[src/sv/mre_pkg.sv]
// mre_pkg: shared sizes, command and status codes, and the record types
// passed between the table memory, the scan unit and the top level.
// No dependencies.
package mre_pkg;

    // table geometry and field widths
    localparam int ENTRIES    = 1024;
    localparam int IDX_W      = $clog2(ENTRIES);
    localparam int CNT_W      = 20;
    localparam int KEY_W      = 32;
    localparam int RANK_W     = 20;
    localparam int CMD_W      = 2;
    localparam int STATUS_W   = 2;
    localparam int OUT_DATA_W = ((RANK_W + 7) / 8) * 8;

    localparam logic [CNT_W-1:0] CNT_MAX  = '1;
    localparam logic [IDX_W-1:0] IDX_LAST = IDX_W'(ENTRIES - 1);

    // command codes
    localparam logic [CMD_W-1:0] CMD_INSERT = 2'd0;
    localparam logic [CMD_W-1:0] CMD_DELETE = 2'd1;
    localparam logic [CMD_W-1:0] CMD_RANK   = 2'd2;

    // result status codes
    localparam logic [STATUS_W-1:0] RES_OK     = 2'd0;
    localparam logic [STATUS_W-1:0] RES_FULL   = 2'd1;
    localparam logic [STATUS_W-1:0] RES_ABSENT = 2'd2;

    // one table entry: key and copy count, count of zero marks it free
    typedef struct packed {
        logic [KEY_W-1:0] key;
        logic [CNT_W-1:0] cnt;
    } entry_t;

    // table write port
    typedef struct packed {
        logic             en;
        logic [IDX_W-1:0] addr;
        entry_t           data;
    } tbl_wr_t;

    // scan unit control
    typedef struct packed {
        logic             start;
        logic             valid;
        logic [IDX_W-1:0] idx;
    } scan_ctl_t;

    // scan unit result
    typedef struct packed {
        logic             found;
        logic [IDX_W-1:0] hit_idx;
        logic [CNT_W-1:0] hit_cnt;
        logic             have_free;
        logic [IDX_W-1:0] free_idx;
        logic [CNT_W-1:0] smaller;
    } scan_res_t;

endpackage

[src/sv/mre_scan.sv]
// mre_scan: shared compare and accumulate unit, takes one table entry per
// cycle while ctl.valid is high and tracks the key match, the first free
// entry and the smaller sum. Depends on mre_pkg.
module mre_scan
    import mre_pkg::*;
(
    input  logic             aclk,
    input  logic             aresetn,
    input  scan_ctl_t        ctl,
    input  logic [KEY_W-1:0] key,
    input  entry_t           entry,
    output scan_res_t        res_reg
);

    scan_res_t res_next;

    // start clears the result; else one valid entry per cycle: free, match, or smaller key
    always_comb begin
        res_next = res_reg;
        if (ctl.start) begin
            res_next = '0;
        end else if (ctl.valid) begin
            if (entry.cnt == '0) begin
                if (!res_reg.have_free) begin
                    res_next.have_free = 1'b1;
                    res_next.free_idx  = ctl.idx;
                end
            end else if (entry.key == key) begin
                res_next.found   = 1'b1;
                res_next.hit_idx = ctl.idx;
                res_next.hit_cnt = entry.cnt;
            end else if ($signed(entry.key) < $signed(key)) begin
                res_next.smaller = res_reg.smaller + entry.cnt;
            end
        end
    end

    always_ff @(posedge aclk) begin
        if (!aresetn) begin
            res_reg <= '0;
        end else begin
            res_reg <= res_next;
        end
    end

endmodule

[config.mk]
export PLATFORM = sky130hd
export DESIGN_NAME = mre_scan
export DESIGN_NICKNAME = d
export VERILOG_FILES = /design/src/sv/mre_pkg.sv /design/src/sv/mre_scan.sv
export SDC_FILE = /design/constraint.sdc
export NUM_CORES = 1
export LEC_CHECK = 0
export BUFFER_PORTS_ARGS = -buffer_cell sky130_fd_sc_hd__buf_2
export CAP_MARGIN = 15
export CORE_UTILIZATION = 47
export CTS_CLUSTER_SIZE = 28
export DETAILED_ROUTE_END_ITERATION = 7
export GPL_TIMING_DRIVEN = 0
export HOLD_SLACK_MARGIN = 0.06
export PLACE_DENSITY = 0.76
export SLEW_MARGIN = 25
export SYNTH_ARGS = -nofsm -noshare
export SYNTH_HDL_FRONTEND = slang
export SYNTH_SLANG_ARGS = --single-unit
[constraint.sdc]
create_clock -name aclk -period 7.9 [get_ports aclk]
set_clock_uncertainty 0.1 [all_clocks]
set_input_delay 0.395 -clock aclk [delete_from_list [all_inputs] [get_ports aclk]]
set_output_delay 0.395 -clock aclk [all_outputs]
set_load 0.05 [all_outputs]
==> metrics.yaml <==
hold_path:
  worst_hold_path_type: "in -> reg"
  hold_crit_start: "ctl[9]"
setup_path:
  critical_path_class: "in -> reg"
  reg2regPathDepth: 9
  timing.critical_path.to: "res_reg[19]"
  r2r-start: "res_reg[1]"
  timing.critical_path.fanout_max: 8
  cp.required_ns: 8.07
  path_cells: "buf_2, inv_1, ha_1, a21oi_2, o21ai_1, a221o_1, a2111o_1, or4b_4, and2_4, buf_6, or4_1, a21oi_1"
  worst-r2r-setup-slack_ns: 4.81
  setup.worst_path.end_class: "register"
  worstPathArrival_ns: 3.32
  worst_setup_path_start_kind: "primary input"
  critPathSlowestCell: "or4b_4"
  timing.rr.end: "res_reg[19]"
  critical-path-max-stage-delay_ns: 0.51
  crit_path_start: "key[19]"
detailed_routing:
  drtPass1Iterations: 4
  final_antenna_net_count: 0
  drc_errors: 0
  average_wire_length_per_cell_after_detail_routing_um: 14.28
  routed_via_density: 5.322
  finalWirelength_um: 10990
  vias: 4093
  drt-initial-drc-count: 149
yosys:
  synth.largest_area_cell: "dfxtp_1"
  synth.yosys.seq_area_share: 0.3172
  synth-async-reset-ratio: 0
  total_standard_cell_area_after_synthesis_um2: 3913
  ys_types: 47
  postSynthRegisterBits: 62
  warning_count_from_the_yosys_run: 0
  post-synth-top-area-fraction: 0.3172
  mappedNetlistNets: 642
  ys_top_cells_by_area: "dfxtp_1, ha_1, a21oi_1, nand2_1, mux2i_1"
  syn-instance-count: 492
  syn_area_per_cell_um2: 7.952
  ys_dominant_reg_cell: "dfxtp_1"
  synth_edf_count: 0
status:
  outcome: "finished clean"
layout:
  total_area_of_multi_input_combinational_cells_um2: 2455
  core_util_final: 0.6394
  finalNetCount: 812
  ff_latch_area_um2: 1241
  largest_reg_flops: 62
  syn_to_final_growth_pct: 28.91
  instances_no_fill: 769
  summed_area_of_non_filler_cells_in_the_final_layout_um2: 5044
  antenna_cells: 0
  drive_gt1_frac: 0.2789
  nFillCells: 722
grt:
  globalRouteTotalUtil: 0.2601
  first_pass_grt_wire_length_um: 17770
  grt.overflow.total: 0
  grt_start_max_net_pins: 14
  grt_antenna_before_repair: 0
  vias_in_the_first_global_route: 4021
timing:
  slew_headroom: 0.4924
  worst_slew_pin_slew_ns: 0.7509
  hold_violations: 0
  finalCriticalPeriod_ns: 3.154
  setup_viol: 0
  tns_ns: 0
  grt_setup_unrepaired: "false"
  fmax_mhz: 317.0
  timing_max_transition_violations_final: 0
  final.period_utilization: 0.3993
placed_design:
  placed_area_um2: 4836
  detailed_place_hpwl_um: 8898
  gpl.final_weighted_congestion: 0.8970
  dpl.cell_count: 753
  port_buffers: 159
floorplan:
  core_um2: 7888
  initial_core_util: 0.4960
  die_w_um: 93.24
  design.portCount: 160
  floorplan.rows: 32
  dieHeight_um: 93.24
  dieArea_um2: 8694
cts:
  htree_levels: 3
  cts_made_buffers: 9
  cts.root.buffer_cell: "clkbuf_8"
  insertion_delay_ns: 0.34
  clkSlewWorstSetupHoldPaths_ns: 0.08
  hold_buffers: 0
  post_cts_setup_buffer_count: 0
  number_of_clock_sinks_seen_by_cts: 62
  max_clock_buf_depth: 2
  tritoncts: "yes"
  count_of_instances_resized_after_the_clock_tree_is_built: 0
power_and_ir_drop:
  clock_power_share: 0.374
  switching_power_uw: 235.6
  total_leakage_power_nw: 2.499
  internal-power_uw: 535.1
  power_density_over_cell_area_nw_per_um2: 152.8
  power.combinational.fraction: 0.211
  sequentialPowerShare: 0.415
  ir_drop_mv: 0.1485
  sw_frac_of_total: 0.3057
  power_uw: 770.7
run:
  max_cap_violations: 0
synthesized netlist by cell type, drive strengths merged (2+ instances only):
cell type and number:
dfxtp 62, a31oi 4, or4 2, nand2 83
nor4 6, nand2b 2, a21oi 66, o21ai 9
nand3 8, or2 3, nor2b 4, xor2 4
clkbuf 14, inv 40, and4 2, o21a 3
xnor2 11, nor3 4, ha 51, o31ai 2
o211ai 3, or3 4, o21bai 3, a211oi 5
nand4 8, mux2i 20, nor2 42, a21o 9
a21boi 2, buf 2
placed cells by master (no fill, tap or decap), types with 3 or more instances in the layout:
master and instances:
dfxtp_1 62, xnor2_1 11, xor2_1 4, clkbuf_1 14, ha_1 51, a211oi_1 5
nor2_1 41, nor3_1 4, o211ai_1 3, o21a_1 3, clkinv_4 3, a21oi_1 64
clkbuf_8 9, nand2_1 83, nand4_1 8, nor2b_1 4, or3_1 4, nand3_1 8
or2_2 3, inv_1 40, nor4_1 6, mux2i_1 20, a21o_1 9, o21bai_1 3
buf_2 160, a31oi_1 4, o21ai_0 8
metal layers:
layer,global-route usage,wire (um)
met1,0.3035,4620
met2,0.4626,5367
met3,0.07236,788
met4,0.07308,208
met5,0,0
worst max-delay path, delay by kind of cell:
| family | cells | cell delay [ns] |
|---|---|---|
| AO/OA/AOI/OAI | 5 | 1.17 |
| AND/OR/NAND/NOR | 3 | 1.19 |
| adder cells (fa/ha/maj) | 1 | 0.33 |
| buffers and inverters | 3 | 0.24 |
kinds of logic after synthesis:
logic type / after synthesis / share of synthesized area
flops: 62 / 0.3172
xor+xnor: 15 / 0.03358
fa+ha+maj: 52 / 0.1682
compound gates: 113 / 0.1733
buf+inv: 56 / 0.05596
simple gates: 174 / 0.2005
mux: 20 / 0.05117
power groups by stage:
stage	clock, mW	sequential (mW)	combinational, mW
final	0.288	0.320	0.163
after global routing	0.303	0.320	0.181
after CTS	0.294	0.320	0.163
after detailed placement	0	0.327	0.162
after global placement	0	0.327	0.156
after floorplan	0	0.341	0.0916
worst min path at each step:
stage,slack [ns],depth (start not counted),end
floorplan,0.44,2,res_reg[31]
global placement,0.34,2,res_reg[53]
detailed placement,0.34,2,res_reg[49]
CTS,0.18,3,res_reg[60]
global route,0.20,3,res_reg[59]
finish,0.19,3,res_reg[60]
through the flow:
stage	hold WS, ns	worst slack [ns]
final	0.1927	4.746
after global routing	0.2025	4.572
after CTS	0.1827	4.750
after detailed placement	0.3417	4.413
after global placement	0.3352	4.468
after floorplan	0.4355	4.671
final cells by class:
cell class                 instances  share of cell area
sequential                        62              0.2461
tap                              102             0.02530
inverter                          40             0.02977
timing repair buffer             159              0.1578
clock inverter                     7             0.01613
clock buffer                       9             0.02456
buffer                            16             0.01364
multi-input combinational        374              0.4867
(Power assumes the default switching activity.)
